### src/design/uesc_pkg.sv
// Package for the backslash-u escape decoder.
// Holds the phase encoding, the result burst type, character constants and
// the hex digit helper. No dependencies.
package uesc_pkg;

   // Widths and limits.
   localparam int UNIT_W    = 16;
   localparam int MAX_UNITS = 5;
   localparam int COUNT_W   = 3;
   localparam int ACCUM_W   = 12;

   // Code units with special meaning.
   localparam logic [UNIT_W-1:0] CH_BACKSLASH = 16'h005C;
   localparam logic [UNIT_W-1:0] CH_U         = 16'h0075;
   localparam logic [UNIT_W-1:0] CH_DIG_LO    = 16'h0030;
   localparam logic [UNIT_W-1:0] CH_DIG_HI    = 16'h0039;
   localparam logic [UNIT_W-1:0] CH_UPPER_LO  = 16'h0041;
   localparam logic [UNIT_W-1:0] CH_UPPER_HI  = 16'h0046;
   localparam logic [UNIT_W-1:0] CH_LOWER_LO  = 16'h0061;
   localparam logic [UNIT_W-1:0] CH_LOWER_HI  = 16'h0066;

   typedef logic [UNIT_W-1:0]  unit_type;
   typedef logic [COUNT_W-1:0] count_type;

   // Escape progress: idle, backslash seen, backslash-u seen, then one,
   // two and three digits seen.
   typedef enum logic [2:0] {
      PH_IDLE  = 3'd0,
      PH_SLASH = 3'd1,
      PH_U     = 3'd2,
      PH_D1    = 3'd3,
      PH_D2    = 3'd4,
      PH_D3    = 3'd5
   } phase_type;

   // The result units caused by one input beat, oldest in entry 0.
   typedef struct packed {
      unit_type [MAX_UNITS-1:0] units;
      count_type                count;
      logic                     last;
   } burst_type;

   // Value of a hex digit unit; anything else counts as zero.
   function automatic logic [3:0] hex_value(input unit_type c);
      logic [3:0] v;
      v = 4'd0;
      if (c >= CH_DIG_LO && c <= CH_DIG_HI) begin
         v = c[3:0];
      end else if ((c >= CH_UPPER_LO && c <= CH_UPPER_HI) ||
                   (c >= CH_LOWER_LO && c <= CH_LOWER_HI)) begin
         v = 4'(c[3:0] + 4'd9);
      end
      return v;
   endfunction

endpackage

### src/design/uesc_decode.sv
// Input register and escape decoding for the backslash-u decoder.
// Turns each registered input beat into a burst of result units.
// Depends on uesc_pkg.
module uesc_decode
   import uesc_pkg::*;
(
   input  logic      clock,
   input  logic      reset,
   input  logic      in_valid,
   output logic      in_ready,
   input  unit_type  in_char,
   input  logic      in_last,
   input  logic      load_ok,
   output logic      burst_valid,
   output burst_type burst
);

   logic                   hold_ff;
   logic                   hold_in;
   unit_type               char_ff;
   logic                   last_ff;
   phase_type              phase_ff;
   phase_type              phase_in;
   logic [ACCUM_W-1:0]     accum_ff;
   logic [ACCUM_W-1:0]     accum_in;
   unit_type [2:0]         pend_ff;
   unit_type [2:0]         pend_in;
   logic                   fire;
   logic                   take;
   logic [3:0]             digit;
   phase_type              base_phase;

   // The held beat is decoded once the result buffer can take its burst.
   assign fire        = hold_ff && load_ok;
   assign in_ready    = !hold_ff || load_ok;
   assign take        = in_valid && in_ready;
   assign hold_in     = take ? 1'b1 : (fire ? 1'b0 : hold_ff);
   assign burst_valid = fire;
   assign digit       = hex_value(char_ff);

   // Input register.
   always_ff @(posedge clock) begin
      if (reset) begin
         hold_ff <= 1'b0;
      end else begin
         hold_ff <= hold_in;
      end
      if (take) begin
         char_ff <= in_char;
         last_ff <= in_last;
      end
   end

   // Escape state.
   always_ff @(posedge clock) begin
      if (reset) begin
         phase_ff <= PH_IDLE;
         accum_ff <= '0;
      end else if (fire) begin
         phase_ff <= phase_in;
         accum_ff <= accum_in;
      end
      if (fire) begin
         pend_ff <= pend_in;
      end
   end

   // Decode one unit against the current phase, then flush at end of text.
   always_comb begin
      burst       = '0;
      burst.last  = last_ff;
      pend_in     = pend_ff;
      accum_in    = accum_ff;
      base_phase  = PH_IDLE;
      case (phase_ff)
         PH_SLASH: begin
            if (char_ff == CH_U) begin
               base_phase = PH_U;
               accum_in   = '0;
            end else begin
               burst.units[0] = CH_BACKSLASH;
               if (char_ff == CH_BACKSLASH) begin
                  base_phase  = PH_SLASH;
                  burst.count = 3'd1;
               end else begin
                  burst.units[1] = char_ff;
                  burst.count    = 3'd2;
               end
            end
         end
         PH_U: begin
            pend_in[0] = char_ff;
            accum_in   = ACCUM_W'(digit);
            base_phase = PH_D1;
         end
         PH_D1: begin
            pend_in[1] = char_ff;
            accum_in   = {accum_ff[ACCUM_W-5:0], digit};
            base_phase = PH_D2;
         end
         PH_D2: begin
            pend_in[2] = char_ff;
            accum_in   = {accum_ff[ACCUM_W-5:0], digit};
            base_phase = PH_D3;
         end
         PH_D3: begin
            burst.units[0] = {accum_ff, digit};
            burst.count    = 3'd1;
            accum_in       = '0;
         end
         default: begin
            if (char_ff == CH_BACKSLASH) begin
               base_phase = PH_SLASH;
            end else begin
               burst.units[0] = char_ff;
               burst.count    = 3'd1;
            end
         end
      endcase

      phase_in = base_phase;
      if (last_ff) begin
         phase_in = PH_IDLE;
         accum_in = '0;
         // A lone pending backslash follows whatever was already emitted.
         if (base_phase == PH_SLASH) begin
            burst.units[burst.count] = CH_BACKSLASH;
            burst.count              = 3'(burst.count + 3'd1);
         end else if (base_phase != PH_IDLE) begin
            // Inside backslash-u nothing else was emitted this beat.
            burst.units[0] = CH_BACKSLASH;
            burst.units[1] = CH_U;
            burst.units[2] = pend_in[0];
            burst.units[3] = pend_in[1];
            burst.units[4] = pend_in[2];
            case (base_phase)
               PH_U:    burst.count = 3'd2;
               PH_D1:   burst.count = 3'd3;
               PH_D2:   burst.count = 3'd4;
               PH_D3:   burst.count = 3'd5;
               default: burst.count = 3'd0;
            endcase
         end
      end
   end

endmodule

### src/design/uesc_burst.sv
// Result buffer for the backslash-u decoder: holds one burst of units and
// hands them out one per cycle while out_ready is high. Depends on uesc_pkg.
module uesc_burst
   import uesc_pkg::*;
(
   input  logic      clock,
   input  logic      reset,
   input  logic      burst_valid,
   input  burst_type burst,
   output logic      load_ok,
   output logic      out_valid,
   input  logic      out_ready,
   output unit_type  out_char,
   output logic      out_last
);

   unit_type [MAX_UNITS-1:0] units_ff;
   count_type                count_ff;
   logic                     last_ff;
   logic                     take;

   assign out_valid = (count_ff != '0);
   assign take      = out_valid && out_ready;
   assign load_ok   = (count_ff == '0) || (count_ff == 3'd1 && take);
   assign out_char  = units_ff[0];
   assign out_last  = last_ff && (count_ff == 3'd1);

   // Load a new burst or shift the remaining units toward the output.
   always_ff @(posedge clock) begin
      if (reset) begin
         count_ff <= '0;
      end else if (burst_valid && load_ok) begin
         count_ff <= burst.count;
      end else if (take) begin
         count_ff <= 3'(count_ff - 3'd1);
      end
      if (burst_valid && load_ok) begin
         units_ff <= burst.units;
         last_ff  <= burst.last;
      end else if (take) begin
         units_ff <= {unit_type'(0), units_ff[MAX_UNITS-1:1]};
      end
   end

endmodule

### src/design/unicode_escape_decoder.sv
// Backslash-u escape decoder, top level. An accepted beat is registered,
// then decoded into the rsp_ result buffer once that can take its burst.
// Throughput: one beat per cycle while each input beat yields at most one
// unit and the receiver is ready; a beat yielding more units holds the
// input until the buffer, draining one unit per cycle, is down to its last.
// Synchronous active-high reset clears valid flags and state.
module unicode_escape_decoder
   import uesc_pkg::*;
(
   input  logic        clock,
   input  logic        reset,
   input  logic        req_tvalid,
   output logic        req_tready,
   input  logic [15:0] req_tdata,   // [15:0] char_in
   input  logic        req_tlast,
   output logic        rsp_tvalid,
   input  logic        rsp_tready,
   output logic [15:0] rsp_tdata,   // [15:0] char_out
   output logic        rsp_tlast
);

   logic      load_ok;
   logic      burst_valid;
   burst_type burst;

   // Input register and decode.
   uesc_decode u_decode (
      .clock       (clock),
      .reset       (reset),
      .in_valid    (req_tvalid),
      .in_ready    (req_tready),
      .in_char     (req_tdata),
      .in_last     (req_tlast),
      .load_ok     (load_ok),
      .burst_valid (burst_valid),
      .burst       (burst)
   );

   // Result buffer.
   uesc_burst u_burst (
      .clock       (clock),
      .reset       (reset),
      .burst_valid (burst_valid),
      .burst       (burst),
      .load_ok     (load_ok),
      .out_valid   (rsp_tvalid),
      .out_ready   (rsp_tready),
      .out_char    (rsp_tdata),
      .out_last    (rsp_tlast)
   );

endmodule
### config.mk
export PLATFORM = sky130hd
export DESIGN_NAME = unicode_escape_decoder
export DESIGN_NICKNAME = d
export VERILOG_FILES = /design/src/design/uesc_pkg.sv /design/src/design/uesc_decode.sv /design/src/design/uesc_burst.sv /design/src/design/unicode_escape_decoder.sv
export SDC_FILE = /design/constraint.sdc
export NUM_CORES = 1
export LEC_CHECK = 0
export BUFFER_PORTS_ARGS = -buffer_cell sky130_fd_sc_hd__buf_2
export CAP_MARGIN = 20
export CORE_ASPECT_RATIO = 1.25
export CORE_UTILIZATION = 40
export CTS_BUF_LIST = sky130_fd_sc_hd__clkbuf_8
export CTS_CLUSTER_DIAMETER = 40
export CTS_CLUSTER_SIZE = 12
export DETAILED_ROUTE_END_ITERATION = 7
export PLACE_DENSITY = 0.54
export REMOVE_ABC_BUFFERS = 1
export SLEW_MARGIN = 20
export SYNTH_ARGS = -nofsm -noshare
export SYNTH_HDL_FRONTEND = slang
export SYNTH_SLANG_ARGS = --single-unit
### constraint.sdc
create_clock -name clock -period 8.55 [get_ports clock]
set_input_delay 0.855 -clock clock [delete_from_list [all_inputs] [get_ports clock]]
set_output_delay 0.855 -clock clock [all_outputs]
set_load 0.005 [all_outputs]
==> results.toml <==
[setup_path]
path_class = "flop to flop"
critPathLaunchType = "flop"
crit_cells = 11
cp.arrival_ps = 4390
cp_cell_sequence = "or4_1, or4_4, nand2_1, o21ai_0, and2_1, ha_1, nand2_1, o31ai_1, a211oi_2, buf_4, a31oi_1"
cpPeakStageDelay_ps = 750
cp.required_ps = 8760
cp_num_buf_inv = 1
worstSetupEndpointType = "flop"
critPathMaxFanout = 16
crit_path_frequent_cell = "nand2_1"
r2r_cells = 11
critPathSlowestCell = "or4_1"
path_delay_family = "simple AND/OR/NAND/NOR gates"

[synth]
syn-cell-area_um2 = 7770
netlist_top_cells_count = "146 x edfxtp_1, 58 x a22o_1, 46 x mux2_2, 38 x nand2_1, 28 x clkbuf_1"
yosysTopAreaCellShare_pct = 56.4
synth_most_common_cell = "edfxtp_1"
netlist_instances = 589
synth_seq_cells = 165
synth_async_sr_flop_share_pct = 0
avgSynthCellArea_um2 = 13.2
yosysWarningCount = 0
synthDistinctLibCells = 70
yosysTopAreaCell = "edfxtp_1"
synth_area_leaders = "edfxtp_1 56%, mux2_2 6.7%, a22o_1 6.5%"
synthFlopType = "edfxtp_1"
ys_seq_area_share_pct = 61.3
synth_edf_count = 146

[cts]
cts_hold_buf = 0
clock_sinks = 165
cts_buffers = 17
clockBufferDepth = 2
cts_tree = "yes"
clk_pin_slew_worst_paths_ps = 100
clkLatencyLatePin_ps = 460
ctsResizeCount = 0
cts_setup_buffers = 0
htreeDepth = 4
clock_tree.root_cell = "clkbuf_8"

[global_route]
grt_overflow = 0
grt_max_degree = 76
grt_usage_pct = 18.6
grt_pass1_vias = 4901
antenna_found_initial = 0
grt_pass1_wl_mm = 27.7

[detailed_routing]
vias_per_cell = 5.79
first_iter_violations = 359
drc = 0
wirelength_mm = 17.7
ant_nets = 0
wire_per_inst_um = 21.0
first_pass_iters = 5
dr_total_vias = 4871

[finish]
antenna_cells = 0
fill_cells = 1741
fin_nets = 629
areaGrowthSynthToFinish_pct = 9.21
drive_gt1_share_pct = 23.8

[timing]
worstMarginPinSlew_ps = 984
setup_violations = 0
fin_hold_ws_ps = 491
fin_crit_sh_pct = 48.9
drv_slew = 0
slew_headroom_pct = 34.4
rsz0062_at_grt = "false"
hold_violations = 0
fin_crit_ps = 4180
fin_skew_ps = 13.8
setup_tns_ps = 0
fin_ws_ps = 4370
fmax_mhz = 239

[pwr]
switching_share_pct = 28.0
p_clk_share_pct = 28.7
peakVddDrop_mv = 0.101
power_leakage_nw = 2.73
intPower_w = 0.00163
seq_power_share_pct = 53.0
powerDensity_nw_per_um2 = 267
pwr-share-comb_pct = 18.3
switchingPower_w = 0.000633

[worst_hold_path]
min_path_type = "flop to flop"
holdPathStages = 1

[die]
pin_count = 40
fp.dieH_um = 158
rows = 56
die_w_um = 127
core_um2 = 18900
start_util_pct = 41.1
die_area_um2 = 20000

[placement]
place.port_buffers = 39
dp_hpwl_mm = 10.6
place_congestion = 0.902
dp_slack_ps = 4200

[flow_run]
maxCapViolCount = 0

[outcome]
status = "complete, no violations"
-- layout make-up --
class / instances / area [um2] / share of cell area (%)
sequential: 165 / 4760 / 56.1
timing repair buffer: 49 / 270 / 3.18
clock buffer: 17 / 234 / 2.76
tap: 232 / 290 / 3.42
clock inverter: 14 / 221 / 2.61
inverter: 13 / 48.8 / 0.575
multi-input combinational: 351 / 2660 / 31.3
-- routing by layer --
| metal | up-vias | track usage [%] | share of wire [%] |
|---|---|---|---|
| li1 | 2273 | - | - |
| met1 | 2441 | 24.0 | 45 |
| met2 | 126 | 30.6 | 48 |
| met3 | 31 | 3.41 | 3.9 |
| met4 | 0 | 8.67 | 3.0 |
| met5 | - | 0 | 0 |
-- power groups by stage --
stage          logic [W]  clock network [W]  registers, W
2_1_floorplan   0.000270                  0       0.00119
3_3_place_gp    0.000411                  0       0.00121
3_5_place_dp    0.000422                  0       0.00122
4_1_cts         0.000423           0.000667       0.00120
5_1_grt         0.000462           0.000697       0.00121
6_report        0.000414           0.000650       0.00120
-- path summary, 6_finish.rpt --
check / startpoint / endpoint / slack [ps]
max reg2reg: u_decode.char_ff[12]$_DFFE_PP_ / u_burst.out_char[2]$_DFFE_PP_ / 4370
min: u_decode.accum_ff[9]$_SDFFE_PP0P_ / u_decode.accum_ff[9]$_SDFFE_PP0P_ / 490
min reg2reg: u_decode.accum_ff[9]$_SDFFE_PP0P_ / u_decode.accum_ff[9]$_SDFFE_PP0P_ / 490
max: u_decode.char_ff[12]$_DFFE_PP_ / u_burst.out_char[2]$_DFFE_PP_ / 4370
-- flip-flops by register name, summed over array words and instances, names as in the netlist, 3 cells and up --
register           flops
u_decode.phase_ff      3
u_decode.accum_ff     12
u_decode.pend_ff      48
u_burst.units_ff      64
u_burst.out_char      16
u_burst.count_ff       3
u_decode.char_ff      16
-- stage by stage --
step                power [W]  instances  area (um2)  utilization (%)
floorplan             0.00146        529        7450                -
global placement      0.00162        810        8030             42.4
detailed placement    0.00164        810        8030             42.5
CTS                   0.00229        841        8490             44.9
global route          0.00237        841        8490             44.9
finish                0.00226        841        8490             44.9
-- worst reg2reg max path: stages (launching register included) --
cell and delay (ps):
edfxtp_1 510, or4_1 750, or4_4 740, nand2_1 100
o21ai_0 90, and2_1 230, ha_1 200, nand2_1 130
o31ai_1 110, a211oi_2 680, buf_4 300, a31oi_1 90
-- cells by family after synthesis --
family	after synthesis	share of synthesized area [%]
DFF	165	61.3
AOI/OAI and AO/OA	156	15.4
and+or+nand+nor	132	9.34
buffers and inverters	73	4.78
muxes	50	7.20
adders and majority gates	11	1.77
xor gates and xnor gates	2	0.225
-- cells in the final DEF (no fill, tap or decap), types with 17 or more instances in the layout --
master / synthesis / layout
buf_2: 9 / 39
dfxtp_1: 19 / 19
a22o_1: 58 / 58
and2_1: 19 / 19
a21oi_1: 20 / 20
nor2_1: 22 / 22
mux2_2: 46 / 45
nand2_1: 38 / 38
o21ai_0: 20 / 20
clkbuf_8: 0 / 17
edfxtp_1: 146 / 146
Power figures use the tool's default switching activity.
